<file path="src/rtl/hplr_pkg.sv">
// shared types and constants of the hex packet line receiver
package hplr_pkg;

  localparam int unsigned CNT_W    = 16;
  localparam int unsigned Q_DEPTH  = 4;
  localparam int unsigned Q_PTR_W  = $clog2(Q_DEPTH);
  localparam int unsigned Q_CNT_W  = Q_PTR_W + 1;

  localparam logic [CNT_W-1:0] MAX_LEN_RST = 16'd1280;
  localparam logic [CNT_W-1:0] TIMEOUT_RST = 16'd500;
  localparam logic [CNT_W-1:0] CNT_SAT     = 16'hFFFF;

  // register indexes of the configuration port
  typedef enum logic {
    REG_MAX_LEN = 1'b0,
    REG_TIMEOUT = 1'b1
  } reg_index_t;

  // item opcodes
  typedef enum logic {
    OP_CHAR = 1'b0,
    OP_TICK = 1'b1
  } op_t;

  // result kinds
  typedef enum logic [1:0] {
    KIND_DATA    = 2'd0,
    KIND_DONE    = 2'd1,
    KIND_TIMEOUT = 2'd2
  } kind_t;

  // command passed from the parser to the result sequencer
  typedef struct packed {
    kind_t            kind;
    logic [7:0]       data_byte;
    logic [CNT_W-1:0] byte_count;
    logic             two;        // a completion result follows the data byte
  } hplr_cmd_t;

  // queue status seen by the two sides
  typedef struct packed {
    logic full;
    logic empty;
  } hplr_qstat_t;

endpackage

</file>
<file path="src/rtl/hplr_ifs.sv">
// item and result channel interfaces
interface hplr_item_if;
  logic       valid;
  logic       ready;
  logic       op;
  logic [7:0] chr;

  modport source (output valid, output op, output chr, input ready);
  modport sink   (input valid, input op, input chr, output ready);
endinterface

interface hplr_result_if;
  logic        valid;
  logic        ready;
  logic [1:0]  kind;
  logic [7:0]  data_byte;
  logic [15:0] byte_count;
  logic        last;

  modport source (output valid, output kind, output data_byte, output byte_count,
                  output last, input ready);
  modport sink   (input valid, input kind, input data_byte, input byte_count,
                  input last, output ready);
endinterface

</file>
<file path="src/rtl/hex_packet_line_receiver.sv">
// top level of the hex packet line receiver
//
// usage
//   item channel: one transaction per received character (op 0, chr) or per
//   idle millisecond tick (op 1). lines look like "P:" then optional spaces
//   then pairs of uppercase hex digits, ended by a newline
//   result channel: one transaction per decoded byte (kind 0), per finished
//   line or byte limit (kind 1, with the final count) and per timeout (kind 2)
//   write port: wr_en, wr_index (0 max_len, 1 timeout_ticks), wr_data; only
//   while no transaction is in flight
// timing
//   one item per cycle is taken while the queue has room; the parser settles
//   each item in the cycle it is accepted and queues a command for the result
//   side when the item gives a result; a result passes the command queue and
//   then the output register. an item that hits the byte limit gives two
//   results, the data byte then the completion, from a single queue entry
// stalls and reset
//   a stalled result channel fills the four-entry command queue, after which
//   item ready drops; items that give no result still need a free slot
//   synchronous reset empties the queue, drops result valid, clears the
//   session and loads the register defaults (1280 bytes, 500 ticks)
module hex_packet_line_receiver import hplr_pkg::*; (
  input  logic             clk,
  input  logic             rst,
  hplr_item_if.sink        item,
  hplr_result_if.source    result,
  input  logic             wr_en,
  input  logic             wr_index,
  input  logic [CNT_W-1:0] wr_data
);

  logic        push;
  logic        pop;
  hplr_cmd_t   cmd;
  hplr_cmd_t   head;
  hplr_qstat_t qstat;

  // parser side
  hplr_front u_front (
    .clk      (clk),
    .rst      (rst),
    .item     (item),
    .wr_en    (wr_en),
    .wr_index (reg_index_t'(wr_index)),
    .wr_data  (wr_data),
    .qstat    (qstat),
    .push     (push),
    .cmd      (cmd)
  );

  // decoupling queue
  hplr_queue u_queue (
    .clk   (clk),
    .rst   (rst),
    .push  (push),
    .wdata (cmd),
    .pop   (pop),
    .head  (head),
    .qstat (qstat)
  );

  // result side
  hplr_back u_back (
    .clk    (clk),
    .rst    (rst),
    .qstat  (qstat),
    .head   (head),
    .pop    (pop),
    .result (result)
  );

endmodule

</file>
<file path="src/rtl/hplr_front.sv">
// line parser: accepts items, holds session state, issues commands
module hplr_front import hplr_pkg::*; (
  input  logic             clk,
  input  logic             rst,
  hplr_item_if.sink        item,
  input  logic             wr_en,
  input  reg_index_t       wr_index,
  input  logic [CNT_W-1:0] wr_data,
  input  hplr_qstat_t      qstat,
  output logic             push,
  output hplr_cmd_t        cmd
);

  localparam logic [7:0] CH_P     = 8'h50;
  localparam logic [7:0] CH_COLON = 8'h3A;
  localparam logic [7:0] CH_NL    = 8'h0A;
  localparam logic [7:0] CH_SPACE = 8'h20;
  localparam logic [7:0] CH_0     = 8'h30;
  localparam logic [7:0] CH_9     = 8'h39;
  localparam logic [7:0] CH_A     = 8'h41;
  localparam logic [7:0] CH_F     = 8'h46;

  typedef enum logic [5:0] {
    PH_P     = 6'b000001,
    PH_COLON = 6'b000010,
    PH_FIRST = 6'b000100,
    PH_LOW   = 6'b001000,
    PH_HIGH  = 6'b010000,
    PH_SKIP  = 6'b100000
  } phase_t;

  // bit 4 set when not an uppercase hex digit
  function automatic logic [4:0] hex_value(input logic [7:0] c);
    logic [7:0] d;
    begin
      d = 8'd0;
      if (c >= CH_0 && c <= CH_9) begin
        d = c - CH_0;
        hex_value = {1'b0, d[3:0]};
      end else if (c >= CH_A && c <= CH_F) begin
        d = c - CH_A + 8'd10;
        hex_value = {1'b0, d[3:0]};
      end else begin
        hex_value = 5'b10000;
      end
    end
  endfunction

  logic [CNT_W-1:0] max_len;
  logic [CNT_W-1:0] timeout_ticks;
  phase_t           phase, phase_next;
  logic [3:0]       high_nibble, high_nibble_next;
  logic [CNT_W-1:0] decoded_count, decoded_count_next;
  logic [CNT_W-1:0] idle_ticks, idle_ticks_next;

  logic             accept;
  logic [CNT_W-1:0] ticks_inc;
  logic [CNT_W-1:0] count_inc;
  logic [4:0]       hv;

  assign item.ready = !qstat.full;
  assign accept     = item.valid && item.ready;
  assign ticks_inc  = (idle_ticks != CNT_SAT) ? idle_ticks + 1'b1 : idle_ticks;
  assign count_inc  = decoded_count + 1'b1;
  assign hv         = hex_value(item.chr);

  always_comb begin
    phase_next         = phase;
    high_nibble_next   = high_nibble;
    decoded_count_next = decoded_count;
    idle_ticks_next    = idle_ticks;
    push               = 1'b0;
    cmd.kind           = KIND_DATA;
    cmd.data_byte      = 8'd0;
    cmd.byte_count     = '0;
    cmd.two            = 1'b0;
    if (accept) begin
      if (op_t'(item.op) == OP_TICK) begin
        if (ticks_inc >= timeout_ticks) begin
          push               = 1'b1;
          cmd.kind           = KIND_TIMEOUT;
          phase_next         = PH_P;
          high_nibble_next   = 4'd0;
          decoded_count_next = '0;
          idle_ticks_next    = '0;
        end else begin
          idle_ticks_next = ticks_inc;
        end
      end else if (item.chr == CH_NL) begin
        push               = 1'b1;
        cmd.kind           = KIND_DONE;
        cmd.byte_count     = decoded_count;
        phase_next         = PH_P;
        high_nibble_next   = 4'd0;
        decoded_count_next = '0;
        idle_ticks_next    = '0;
      end else begin
        unique case (phase)
          PH_P:     phase_next = (item.chr == CH_P) ? PH_COLON : PH_SKIP;
          PH_COLON: phase_next = (item.chr == CH_COLON) ? PH_FIRST : PH_SKIP;
          PH_FIRST, PH_HIGH: begin
            if (!(phase == PH_FIRST && item.chr == CH_SPACE)) begin
              if (!hv[4]) begin
                high_nibble_next = hv[3:0];
                phase_next       = PH_LOW;
              end else begin
                phase_next = PH_SKIP;
              end
            end
          end
          PH_LOW: begin
            if (!hv[4]) begin
              push           = 1'b1;
              cmd.kind       = KIND_DATA;
              cmd.data_byte  = {high_nibble, hv[3:0]};
              cmd.byte_count = count_inc;
              if (count_inc >= max_len) begin
                cmd.two            = 1'b1;
                phase_next         = PH_P;
                high_nibble_next   = 4'd0;
                decoded_count_next = '0;
                idle_ticks_next    = '0;
              end else begin
                decoded_count_next = count_inc;
                phase_next         = PH_HIGH;
              end
            end else begin
              phase_next = PH_SKIP;
            end
          end
          PH_SKIP:  phase_next = PH_SKIP;
          default:  phase_next = PH_SKIP;
        endcase
      end
    end
  end

  always_ff @(posedge clk) begin
    if (rst) begin
      phase         <= PH_P;
      high_nibble   <= 4'd0;
      decoded_count <= '0;
      idle_ticks    <= '0;
      max_len       <= MAX_LEN_RST;
      timeout_ticks <= TIMEOUT_RST;
    end else begin
      phase         <= phase_next;
      high_nibble   <= high_nibble_next;
      decoded_count <= decoded_count_next;
      idle_ticks    <= idle_ticks_next;
      if (wr_en) begin
        case (wr_index)
          REG_MAX_LEN: max_len       <= wr_data;
          REG_TIMEOUT: timeout_ticks <= wr_data;
          default:     max_len       <= max_len;
        endcase
      end
    end
  end

endmodule

</file>
<file path="src/rtl/hplr_queue.sv">
// small command queue between parser and result sequencer
module hplr_queue import hplr_pkg::*; (
  input  logic        clk,
  input  logic        rst,
  input  logic        push,
  input  hplr_cmd_t   wdata,
  input  logic        pop,
  output hplr_cmd_t   head,
  output hplr_qstat_t qstat
);

  hplr_cmd_t          slots [Q_DEPTH];
  logic [Q_PTR_W-1:0] wr_ptr;
  logic [Q_PTR_W-1:0] rd_ptr;
  logic [Q_CNT_W-1:0] fill;

  assign head        = slots[rd_ptr];
  assign qstat.full  = (fill == Q_CNT_W'(Q_DEPTH));
  assign qstat.empty = (fill == '0);

  always_ff @(posedge clk) begin
    if (push) begin
      slots[wr_ptr] <= wdata;
    end
  end

  always_ff @(posedge clk) begin
    if (rst) begin
      wr_ptr <= '0;
      rd_ptr <= '0;
      fill   <= '0;
    end else begin
      if (push) begin
        wr_ptr <= wr_ptr + 1'b1;
      end
      if (pop) begin
        rd_ptr <= rd_ptr + 1'b1;
      end
      case ({push, pop})
        2'b10:   fill <= fill + 1'b1;
        2'b01:   fill <= fill - 1'b1;
        default: fill <= fill;
      endcase
    end
  end

endmodule

</file>
<file path="src/rtl/hplr_back.sv">
// result sequencer: expands commands into results behind an output register
module hplr_back import hplr_pkg::*; (
  input  logic        clk,
  input  logic        rst,
  input  hplr_qstat_t qstat,
  input  hplr_cmd_t   head,
  output logic        pop,
  hplr_result_if.source result
);

  logic             out_valid;
  kind_t            out_kind;
  logic [7:0]       out_byte;
  logic [CNT_W-1:0] out_count;
  logic             out_last;
  logic             second_pend;
  logic [CNT_W-1:0] second_count;
  logic             load_ok;

  assign load_ok = !out_valid || result.ready;
  assign pop     = load_ok && !second_pend && !qstat.empty;

  assign result.valid      = out_valid;
  assign result.kind       = out_kind;
  assign result.data_byte  = out_byte;
  assign result.byte_count = out_count;
  assign result.last       = out_last;

  always_ff @(posedge clk) begin
    if (rst) begin
      out_valid   <= 1'b0;
      second_pend <= 1'b0;
    end else if (load_ok) begin
      if (second_pend) begin
        out_valid   <= 1'b1;
        second_pend <= 1'b0;
      end else if (!qstat.empty) begin
        out_valid   <= 1'b1;
        second_pend <= head.two;
      end else begin
        out_valid <= 1'b0;
      end
    end
  end

  // payload
  always_ff @(posedge clk) begin
    if (load_ok) begin
      if (second_pend) begin
        out_kind  <= KIND_DONE;
        out_byte  <= 8'd0;
        out_count <= second_count;
        out_last  <= 1'b1;
      end else if (!qstat.empty) begin
        out_kind     <= head.kind;
        out_byte     <= head.data_byte;
        out_count    <= head.byte_count;
        out_last     <= (head.kind != KIND_DATA);
        second_count <= head.byte_count;
      end
    end
  end

endmodule

</file>
<file path="src/flat_wrapper.sv">
// flat-port wrapper written by rule: the top's interface ports become plain ports
module hex_packet_line_receiver_flat import hplr_pkg::*;
  (clk, rst, wr_en, wr_index, wr_data, item_valid, item_op, item_chr, item_ready, result_valid, result_kind, result_data_byte, result_byte_count, result_last, result_ready);
  hplr_item_if item_i ();
  hplr_result_if result_i ();
  input  logic clk;
  input  logic rst;
  input  logic wr_en;
  input  logic wr_index;
  input  logic [CNT_W-1:0] wr_data;
  input wire logic [$bits(item_i.valid)-1:0] item_valid;
  input wire logic [$bits(item_i.op)-1:0] item_op;
  input wire logic [$bits(item_i.chr)-1:0] item_chr;
  output wire logic [$bits(item_i.ready)-1:0] item_ready;
  output wire logic [$bits(result_i.valid)-1:0] result_valid;
  output wire logic [$bits(result_i.kind)-1:0] result_kind;
  output wire logic [$bits(result_i.data_byte)-1:0] result_data_byte;
  output wire logic [$bits(result_i.byte_count)-1:0] result_byte_count;
  output wire logic [$bits(result_i.last)-1:0] result_last;
  input wire logic [$bits(result_i.ready)-1:0] result_ready;
  assign item_i.valid = item_valid;
  assign item_i.op = item_op;
  assign item_i.chr = item_chr;
  assign item_ready = item_i.ready;
  assign result_valid = result_i.valid;
  assign result_kind = result_i.kind;
  assign result_data_byte = result_i.data_byte;
  assign result_byte_count = result_i.byte_count;
  assign result_last = result_i.last;
  assign result_i.ready = result_ready;
  hex_packet_line_receiver u_core (.clk(clk), .rst(rst), .item(item_i), .result(result_i), .wr_en(wr_en), .wr_index(wr_index), .wr_data(wr_data));
endmodule
</file>
<file path="config.mk">
export PLATFORM = sky130hd
export DESIGN_NAME = hex_packet_line_receiver_flat
export DESIGN_NICKNAME = d
export VERILOG_FILES = /design/src/rtl/hplr_pkg.sv /design/src/rtl/hplr_ifs.sv /design/src/rtl/hex_packet_line_receiver.sv /design/src/rtl/hplr_front.sv /design/src/rtl/hplr_queue.sv /design/src/rtl/hplr_back.sv /design/src/flat_wrapper.sv
export SDC_FILE = /design/constraint.sdc
export NUM_CORES = 1
export LEC_CHECK = 0
export BUFFER_PORTS_ARGS = -buffer_cell sky130_fd_sc_hd__buf_2
export CORE_ASPECT_RATIO = 1.1
export CORE_MARGIN = 4
export CORE_UTILIZATION = 45
export CTS_CLUSTER_SIZE = 28
export DETAILED_ROUTE_END_ITERATION = 8
export GPL_TIMING_DRIVEN = 0
export PLACE_DENSITY_LB_ADDON = 0.25
export SETUP_SLACK_MARGIN = 0.15
export SLEW_MARGIN = 20
export SYNTH_ARGS = -nofsm -noshare
export SYNTH_HDL_FRONTEND = slang
export SYNTH_SLANG_ARGS = --single-unit
</file>
<file path="constraint.sdc">
create_clock -name clk -period 5.55 [get_ports clk]
set_input_delay 1.11 -clock clk [delete_from_list [all_inputs] [get_ports clk]]
set_output_delay 1.11 -clock clk [all_outputs]
set_load 0.02 [all_outputs]
</file>
== Yosys cells after proc, flatten, opt, wreduce, memory -nomap -nowiden ==
Memories as Yosys holds them, arrays and structs flattened. A register that Yosys moved wholly into a read port is not among the register bits.
Index checks and enable logic that the tools add are counted.

* Register bits after elaboration: 126
* RAM bits: 108
* Input bits: 31
* Output and inout port bits: 29
* Logic and storage cells: 145
* Memories kept: 1

* Add/sub/neg operators: 9
* Magnitude comparators: 6
* Equal/unequal tests: 20
* Mux-type cells: 64
* Bitwise logic cells: 3
* Reductions and logical operators: 26

{| class="wikitable"
|+ Memories
! memory !! words !! width !! rd ports !! clocked after Yosys merged registers in !! write ports !! line !! text
|-
| u_core.u_queue.slots || 4 || 27 || 1 || 1 || 1 || hplr_queue.sv:12 || <nowiki>hplr_cmd_t slots [Q_DEPTH];</nowiki>
|}

{| class="wikitable"
|+ Operators with widths
! cell !! count
|-
| $mux 16 || 16
|-
| $mux 25 || 3
|-
| $mux 6 || 8
|-
| $add 16x1->16 const B || 2
|-
| $ge 16x16->1 || 2
|-
| $mux 4 || 7
|-
| $mux 27 || 1
|-
| $pmux 6 s4 || 1
|-
| $eq 8x6->1 const B || 2
|-
| $mux 1 || 16
|-
| $mux 8 || 2
|-
| $ne 16x16->1 const B || 1
|-
| $ne 4x4->1 const B || 4
|-
| $mux 5 || 3
|-
| $mux 2 || 5
|-
| $eq 8x4->1 const B || 1
|-
| $eq 8x7->1 const B || 1
|-
| $ge 8x6->1 const B || 1
|-
| $ge 8x7->1 const B || 1
|-
| $le 8x6->1 const B || 1
|-
| $le 8x7->1 const B || 1
|-
| $pmux 4 s2 || 1
|-
| $reduce_and 4->1 || 2
|-
| $sub 4x1->4 const B || 2
|-
| 27 further kinds || 44
|}

== Depth between registers and ports, before layout ==
Gate-level depths: netlist (run 1).

* Depth after elaboration: 11
* Mapped depth: 19
* Depth with buffers taken out: 18

== Modules after synthesis ==
Synthesis (run 1) repeated with hierarchy kept, for this count alone.

* Cell total of the unflattened synthesis: 921
* Area total of the unflattened synthesis: 10944.2 µm²

{| class="wikitable"
|+ By module, submodules not included
! module !! times used !! cells an instance !! area an instance (µm²) !! seq. area each (µm²)
|-
| hplr_front || 1 || 648 || 4907.2 || 1481.4
|-
| hplr_queue || 1 || 188 || 4377.9 || 3423.3
|-
| hplr_back || 1 || 85 || 1659.1 || 1331.3
|}

== Worst setup path after synthesis (run 1) ==
OpenSTA, ideal clock, no wires.

* Path type: register -> register
* From: reg u_core.u_front.idle_ticks[3]
* To: mem u_core.u_queue.slots[0][0] in the netlist's numbering (enable)
* Library setup time: 0.411 ns
* Data arrival time: 4.371 ns
* Required time: 5.139 ns
* Slack: 0.768 ns
* Cell stages (with the launch flop): 15
* Buffers on the path: 1
* Clock period less this slack: 4.782 ns
* Cells stage by stage: dfxtp_1 > and4_1 > nand4_1 > nor3_2 > nor2_1 > and4_1 > xor2_1 > ha_1 > nand2_1 > o21ai_1 > nor3_1 > a211oi_1 > o21bai_4 > buf_1 > nor2_1

* Cells in the longest elaborated chain, start to end: 8
* Elaborated cells between the ends (all ways): 9
* Classes of those cells: 1 x add/sub; 1 x order compare; 1 x eq/ne; 6 x mux

{| class="wikitable"
|+ Ends and longest elaborated chain
! what !! line !! text
|-
| start: declaration || hplr_front.sv:54 || <nowiki>logic [CNT_W-1:0] idle_ticks, idle_ticks_next;</nowiki>
|-
| start signal: assignment || hplr_front.sv:150 || <nowiki>idle_ticks <= idle_ticks_next;</nowiki>
|-
| $add 16x1->16 or $ne 16x16->1 (tied branches) || hplr_front.sv:63 || <nowiki>assign ticks_inc = (idle_ticks != CNT_SAT) ? idle_ticks + 1'b1 : idle_ticks;</nowiki>
|-
| $mux 16 (*) || hplr_front.sv:63 ||
|-
| $ge 16x16->1 (*) || hplr_front.sv:79 || <nowiki>if (ticks_inc >= timeout_ticks) begin</nowiki>
|-
| $mux 1 (*) || hplr_front.sv:79 ||
|-
| $mux 1 (*) || hplr_front.sv:78 || <nowiki>if (op_t'(item.op) == OP_TICK) begin</nowiki>
|-
| $mux 1 (*) || hplr_front.sv:77 || <nowiki>if (accept) begin</nowiki>
|-
| $mux 1 (*) || hplr_queue.sv:22 || <nowiki>if (push) begin</nowiki>
|-
| $mux 1 (implied by the code) (*) || hplr_queue.sv:23 || <nowiki>slots[wr_ptr] <= wdata;</nowiki>
|-
| end: declaration || hplr_queue.sv:12 ||
|}

Every way passes the cells marked *; elsewhere a longest branch is shown, timed or not.

== Worst setup path in the final report (run 1) ==
* From: reg u_core.u_front.idle_ticks[3]
* To: reg u_core.u_queue.fill[2]

* Cells in the longest elaborated chain, start to end: 8
* Elaborated cells between the ends (all ways): 11
* Classes of those cells: 1 x add/sub; 1 x order compare; 3 x eq/ne; 5 x mux; 1 x reduce/logical

{| class="wikitable"
|+ Ends and longest elaborated chain
! what !! line !! text
|-
| $add 16x1->16 or $ne 16x16->1 (tied branches) || hplr_front.sv:63 ||
|-
| $mux 16 (*) || hplr_front.sv:63 ||
|-
| $ge 16x16->1 (*) || hplr_front.sv:79 ||
|-
| $mux 1 (*) || hplr_front.sv:79 ||
|-
| $mux 1 (*) || hplr_front.sv:78 ||
|-
| $mux 1 (*) || hplr_front.sv:77 ||
|-
| $eq 2x1->1 or $eq 2x2->1 (tied branches) || hplr_queue.sv:39 || <nowiki>case ({push, pop})</nowiki>
|-
| $pmux 3 s2 or $reduce_bool 2->1 (tied branches) || -- ||
|-
| end signal: assignment || hplr_queue.sv:40 || <nowiki>2'b10: fill <= fill + 1'b1;</nowiki>
|-
| end signal: assignment || hplr_queue.sv:41 || <nowiki>2'b01: fill <= fill - 1'b1;</nowiki>
|-
| end signal: assignment || hplr_queue.sv:42 || <nowiki>default: fill <= fill;</nowiki>
|-
| end: declaration || hplr_queue.sv:15 || <nowiki>logic [Q_CNT_W-1:0] fill;</nowiki>
|}

Marks and branches as above.
A chain may end at the register's enable or synchronous reset.

==> out/results.tsv, run 1 <==
stage	metric	value	unit
critical_path	Crit path arrival time	5440	ps
logic_synthesis	Main synth FF type	edfxtp_1	
global_routing	global-route wire length before repair	36400	microns
pwr	net switching power figure	1300	uW
floorplan	core area	0.0236	sq mm
layout	fillers	2088	
job	number of max-cap violations	0	
place	pre-CTS WS	-13.7	ps
place	gpl congestion	0.804	
route	Routed WL	22500	microns
layout	most frequent cells in the layout	151 x edfxtp_1, 106 x nand2_1, 85 x dfxtp_1	
timing	count of pins over their slew limit	0	
floorplan	Site Rows	59	
route	DRT Pass-1 Iters	7	
critical_path	Critical Path Slowest Stage Cell	o21bai_4	
logic_synthesis	synthesized area per cell	11.8	sq um
logic_synthesis	Post-Syn Area	0.0108	sq mm
timing	worst-margin pin slew	761	ps
clocking	Setup Fix Bufs, Post-CTS	0	
clocking	clk root buf	clkbuf_16	
route	post-route ant nets	0	
layout	fin util	52.4	%
floorplan	io pins	60	
pwr	power per cell area	381	mW/mm^2
logic_synthesis	#FFs+latches synth	236	
pwr	Max rail drop VDD	0.209	mV
pwr	Power Total	4710	uW
pwr	Int Pwr	3420	uW
pwr	Sw Share	27.6	%
global_routing	largest net degree at the start of global routing	25	
timing	Peak Freq	200	MHz
clocking	CTS tree	built	
timing	Setup-failing EPs final	0	
timing	RSZ-0062 raised after global routing	false	
critical_path	crit path cell chain	and4_1 -> nand4_1 -> nor3_4 -> nor2_1 -> and3_1 -> xor2_1 -> ha_1 -> a211oi_1 -> nor2_1 -> nor3_1 -> a211oi_1 -> o21bai_4 -> ha_1 -> inv_1 -> fa_1 -> xor2_1 -> or3_1 -> a21oi_1	
global_routing	initial antenna violation count	0	
run_status	status	finished, final reports clean	
min_path	Worst Hold Class	flop to flop	
critical_path	Setup crit end kind	flop	
global_routing	vias in the first global route	7006	
route	post-DR vias/cell	5.37	
layout	commonest non-fill, non-tap cell in the layout	edfxtp_1	
global_routing	total gr overflow	0	
logic_synthesis	cell count after synthesis	914	
layout	n_diodes	0	
logic_synthesis	ys async rst share	0	%
logic_synthesis	register area share after synthesis	58.0	%
layout	share of cells above drive strength 1	16.3	%
critical_path	WS Path Type	flop to flop	
logic_synthesis	yosys synthesis warning count	0	
timing	Final Cycle Share	90.1	%
critical_path	peak per-stage delay on the critical path	510	ps
timing	clock skew	7.87	ps
clocking	maximum clock insertion buffer count	3	
floorplan	Starting Density	45.5	%
logic_synthesis	Cell variety after synth	62	
logic_synthesis	Syn Nets	989	
critical_path	startpoint types	flop	
clocking	clock-pin slew on the worst setup and hold paths	60	ps
pwr	Pleak	0.00443	uW
clocking	Clock Latency Late Sink	510	ps
timing	setup ws final	549	ps
floorplan	die area	0.0264	sq mm
pwr	Combinational Power Share	20.5	%
critical_path	Crit Path Max Fanout	16	
timing	Tmin final	5000	ps
timing	slew margin rel.	48.8	%
layout	Nets	1077	
layout	area grow syn2layout	15.0	%
critical_path	Crit path required time	5990	ps
place	Port Buf Inserts	57	
global_routing	total track usage	17.0	%
floorplan	Die H	170	microns
place	DP HPWL	16700	microns
route	Post-route DRC	0	
pwr	clock power share	32.4	%
clocking	CTS sink cnt	236	
clocking	H-tree depth	1	
route	DR vias	7118	
route	DR WL/cell	17.0	microns
logic_synthesis	Post-synth EDFFs	151	
route	drt first-iter violations	359	
floorplan	die width	155	microns
timing	final hold vios	0	
clocking	CTS buffer count	24	
pwr	Seq pwr share	47.1	%
kinds of logic after synthesis:
family | synth area share, %
adders and majority gates | 5.19
AOI/OAI and AO/OA | 9.25
DFF | 58.0
buffers and inverters | 3.06
and+or+nand+nor | 14.2
xor gates and xnor gates | 2.61
muxes | 7.72
final timing paths:
check | start | to | slack [ps] | cells after the start
setup / recovery | u_core.u_front.idle_ticks[3] | u_core.u_queue.fill[2] | 550 | 18
hold / removal | u_core.u_front.max_len[6] | u_core.u_front.max_len[6] | 460 | 2
setup reg to reg | u_core.u_front.idle_ticks[3] | u_core.u_queue.fill[2] | 550 | 18
hold reg to reg | u_core.u_front.max_len[6] | u_core.u_front.max_len[6] | 460 | 2
metrics by stage:
stage | instances | cell area [sq um] | TNS, ps | hold slack (ps)
final | 1325 | 12400 | 0 | 455
after global routing | 1325 | 12400 | 0 | 474
after CTS | 1325 | 12400 | 0 | 456
after detailed placement | 1282 | 11600 | -13.7 | 447
after global placement | 1276 | 11400 | -93510 | 446
after floorplan | 914 | 10800 | 0 | 436
area by class of cell:
class / count / area, sq um / share of cell area [%]
buffer: 38 / 149 / 1.20
clock buffer: 27 / 643 / 5.20
clock inverter: 17 / 114 / 0.920
inverter: 47 / 176 / 1.43
multi-input combinational: 592 / 4240 / 34.3
sequential: 236 / 6240 / 50.4
tap: 305 / 382 / 3.09
timing repair buffer: 63 / 430 / 3.48
power by group through the flow:
stage	Combinational, uW	Sequential (uW)	Clock, uW
2_1_floorplan	500	2410	0
3_3_place_gp	907	2260	0
3_5_place_dp	984	2260	0
4_1_cts	986	2220	1570
5_1_grt	1060	2240	1640
6_report	966	2220	1530
synthesized netlist by cell type (all sizes together) (2+ instances only):
cell type  number  area, sq um
mux2i           2         20.0
o21ai          27          135
nand2         106          398
o22ai           8         50.1
a21oi          78          402
o21a            2         15.0
or4             3         22.5
inv            46          173
nand2b          2         12.5
dfxtp          85         1700
nor2           56          213
clkbuf         29          109
and2            5         31.3
o31ai           5         37.5
nor2b          14         87.6
ha             43          538
nor3b           6         45.0
xor2           11         96.3
nand3          34          170
mux2           18          203
or3             7         43.8
xnor2          21          184
or2             3         18.8
mux4           27          608
a31oi           6         37.5
nor3           16         85.1
nor4            9         71.3
and4            3         26.3
nand3b         14          105
edfxtp        151         4530
a21o            4         30.0
and3            9         56.3
o211ai         12         90.1
a22o           11         96.3
a211oi          2         15.0
buf            10         43.8
nand4          11         68.8
o21bai          3         33.8
state kept, by name, indices dropped and copies added, names as in the netlist, named ones only:
signal / flops
u_core.u_back.second_count: 16
u_core.u_back.result.byte_count: 16
u_core.u_queue.fill: 3
u_core.u_front.phase: 6
u_core.u_front.decoded_count: 16
u_core.u_front.timeout_ticks: 16
u_core.u_front.idle_ticks: 16
u_core.u_queue.rd_ptr: 2
u_core.u_back.result.valid: 1
u_core.u_back.result.data_byte: 8
u_core.u_front.high_nibble: 4
u_core.u_back.result.last: 1
u_core.u_back.second_pend: 1
u_core.u_back.result.kind: 2
u_core.u_queue.wr_ptr: 2
u_core.u_queue.slots: 108
u_core.u_front.max_len: 16
worst max-delay path: cells and delay by family, from the launching register on:
family                     cells  cell delay, ps
adders and majority gates      3             940
and+or+nand+nor                8            2000
buffers and inverters          1              60
AOI/OAI and AO/OA              4            1080
DFF                            1             450
xor gates and xnor gates       2             400
per-layer routing:
layer	share of wire, %	track usage (%)
met2	50	30.2
met1	44	22.0
met4	1.9	4.11
met3	3.6	2.42
met5	0	0
repair_timing:
action | CTS | global route
hold buffers | 0 | 0
endpoints found under the setup margin | 1 | 1
gates resized for setup | 0 | 1
No activity file was read; power rests on OpenSTA's default activity.
==> inputs of run 2 (changes only) <==
Settings changed: CELL_PAD_IN_SITES_DETAIL_PLACEMENT set to 1, CELL_PAD_IN_SITES_GLOBAL_PLACEMENT set to 2, CORE_UTILIZATION 45 to 42.
==> out/results.tsv, run 2 (synthesis results as in run 1) <==
stage	metric	value	unit	change
clocking	maximum clock insertion buffer count	3		unchanged
pwr	Pleak	0.00442	uW	-0.20%
clocking	CTS buffer count	25		+4.2%
critical_path	Critical Path Slowest Stage Cell	dfxtp_1		
critical_path	R2R Path Start	u_core.u_front.idle_ticks[3]		
route	DRT Pass-1 Iters	4		-3
min_path	Hold Crit Depth	2		unchanged
critical_path	Setup crit end kind	flop		
critical_path	peak per-stage delay on the critical path	470	ps	-40 ps
run_status	status	finished, final reports clean		
floorplan	die width	161	microns	+3.3%
timing	setup ws final	664	ps	+116 ps
critical_path	Worst Reg-to-Reg Cells	18		unchanged
place	dpl cell area	0.0116	sq mm	+0.20%
floorplan	Die H	176	microns	+3.3%
clocking	Clock Latency Late Sink	510	ps	about the same
place	pre-CTS WS	-262	ps	-248 ps
global_routing	initial antenna violation count	0		unchanged
global_routing	total gr overflow	0		unchanged
pwr	Sw Share	27.8	%	+0.27 points
floorplan	die area	0.0282	sq mm	+6.8%
clocking	clk root buf	clkbuf_16		
pwr	Max rail drop VDD	0.258	mV	+23%
clocking	CTS tree	built		
layout	final std cells w/o fill	1366		+3.1%
floorplan	Site Rows	61		+3.4%
layout	n_diodes	0		unchanged
timing	worst-margin pin slew	848	ps	+86.8 ps
critical_path	Reg-to-Reg End	u_core.u_queue.fill[2]		
layout	fin util	49.1	%	-3.3 points
clocking	clock-pin slew on the worst setup and hold paths	60	ps	about the same
place	Port Buf Inserts	57		unchanged
timing	Peak Freq	205	MHz	+2.4%
critical_path	crit path cell chain	and4_1 -> nand4_1 -> nor3_4 -> nor2_1 -> and4_1 -> xor2_1 -> ha_1 -> a21oi_1 -> o21ai_1 -> nor3_1 -> a211oi_2 -> o21bai_4 -> ha_1 -> inv_1 -> fa_1 -> xor2_1 -> or3_1 -> a21oi_1		
global_routing	vias in the first global route	7798		+11%
timing	Setup-failing EPs final	0		unchanged
timing	slew margin rel.	42.9	%	-5.8 points
timing	Final Cycle Share	88.0	%	-2.1 points
pwr	Int Pwr	3410	uW	-0.12%
layout	most frequent cells in the layout	151 x edfxtp_1, 106 x nand2_1, 85 x dfxtp_1		
route	DR WL/cell	18.5	microns	+9.2%
critical_path	Crit Path Max Fanout	8		-8
critical_path	WS Path Type	flop to flop		
pwr	Seq pwr share	47.1	%	about the same
global_routing	total track usage	18.1	%	+1.1 points
critical_path	Crit path arrival time	5310	ps	-130 ps
timing	Tmin final	4890	ps	-116 ps
route	Routed WL	25300	microns	+13%
critical_path	Crit path required time	5980	ps	about the same
job	number of max-cap violations	0		unchanged
pwr	power per cell area	381	mW/mm^2	about the same
timing	clock skew	12.1	ps	+4.18 ps
layout	Final Instance Area	0.0124	sq mm	+0.26%
place	placed insts	1322		+3.1%
pwr	Combinational Power Share	19.9	%	-0.6 points
layout	Top reg by flops	u_core.u_queue.slots		
layout	commonest non-fill, non-tap cell in the layout	edfxtp_1		
route	post-route ant nets	0		unchanged
timing	RSZ-0062 raised after global routing	false		
floorplan	core area	0.0253	sq mm	+6.9%
clocking	CTS sink cnt	236		unchanged
route	drt first-iter violations	327		-8.9%
route	DR vias	7254		+1.9%
layout	Largest register FFs	108		unchanged
route	Post-route DRC	0		unchanged
global_routing	global-route wire length before repair	41500	microns	+14%
layout	share of cells above drive strength 1	16.0	%	-0.29 points
min_path	Worst Hold Class	flop to flop		
route	post-DR vias/cell	5.31		-1.1%
min_path	hold path start	u_core.u_front.max_len[12]		
global_routing	largest net degree at the start of global routing	28		+12%
critical_path	Crit path buffers/inverters	1		unchanged
critical_path	worst reg-to-reg setup slack	660	ps	+120 ps
critical_path	startpoint types	flop		
pwr	clock power share	33.0	%	+0.6 points
timing	setup TNS	0	ps	unchanged
clocking	H-tree depth	1		unchanged
pwr	net switching power figure	1320	uW	+1.2%
floorplan	Starting Density	42.6	%	-3.0 points
critical_path	Crit path max-delay family	simple AND/OR/NAND/NOR gates		
floorplan	io pins	60		unchanged
place	gpl congestion	0.801		-0.41%
layout	Nets	1078		+0.093%
layout	area grow syn2layout	15.3	%	
min_path	end of the worst hold path	u_core.u_front.max_len[12]		
place	DP HPWL	18700	microns	+12%
timing	count of pins over their slew limit	0		unchanged
timing	final hold vios	0		unchanged
-- run 2: final cells by class --
type                    count  area, sq um
clock inverters             9         70.1
clock buffers              35          683
repair buffers             63          410
plain buffers              38          149
flip-flops and latches    236         6240
fillers                  2682        12900
multi-input cells         592         4240
inverters                  47          176
well taps                 346          433
-- run 2: worst max path at each step --
stage	from	to	cells past startpoint	slack, ps
floorplan	u_core.u_front.idle_ticks[3]	u_core.u_queue.slots[0][0]	14	770
global placement	u_core.u_front.idle_ticks[3]	u_core.u_queue.slots[0][14]	14	-1090
detailed placement	u_core.u_front.idle_ticks[3]	u_core.u_queue.fill[2]	19	-260
CTS	u_core.u_front.idle_ticks[3]	u_core.u_queue.fill[2]	18	540
global route	u_core.u_front.idle_ticks[3]	u_core.u_queue.fill[2]	18	260
finish	u_core.u_front.idle_ticks[3]	u_core.u_queue.fill[2]	18	660
-- run 2: what timing repair did --
item,4_1_cts,5_1_grt
pin swaps,1,0
resized for setup,0,2
hold buffers,0,0
hold endpoints to repair,0,0
setup endpoints to repair,2,58
setup buffers,1,0
-- run 2: metrics by stage --
| stage | total power, uW | hold WS [ps] |
|---|---|---|
| after detailed placement | 3220 | 451 |
| after CTS | 4790 | 459 |
| after global routing | 4960 | 479 |
| after floorplan | 2910 | 436 |
| after global placement | 3160 | 447 |
| final | 4730 | 456 |
-- run 2: worst min-delay path, stage by stage, from the launching register on --
cell	delay, ps
dfxtp_1	310
nand2_1	50
a21oi_1	50
-- run 2: routing by layer --
metal | vias up | track usage, % | wire (microns) | part of all wire (%)
li1 | 3546 | - | - | -
met1 | 3567 | 23.8 | 11300 | 45
met2 | 110 | 32.5 | 12800 | 50
met3 | 31 | 2.04 | 848 | 3.4
met4 | 0 | 3.48 | 389 | 1.5
met5 | - | 0 | 0 | 0
-- run 2: power groups by stage --
| stage | logic, uW | clock network [uW] | registers (uW) |
|---|---|---|---|
| detailed placement | 954 | 0 | 2270 |
| finish | 940 | 1560 | 2230 |
| global placement | 901 | 0 | 2260 |
| CTS | 964 | 1600 | 2230 |
| floorplan | 500 | 0 | 2410 |
| global route | 1030 | 1670 | 2250 |
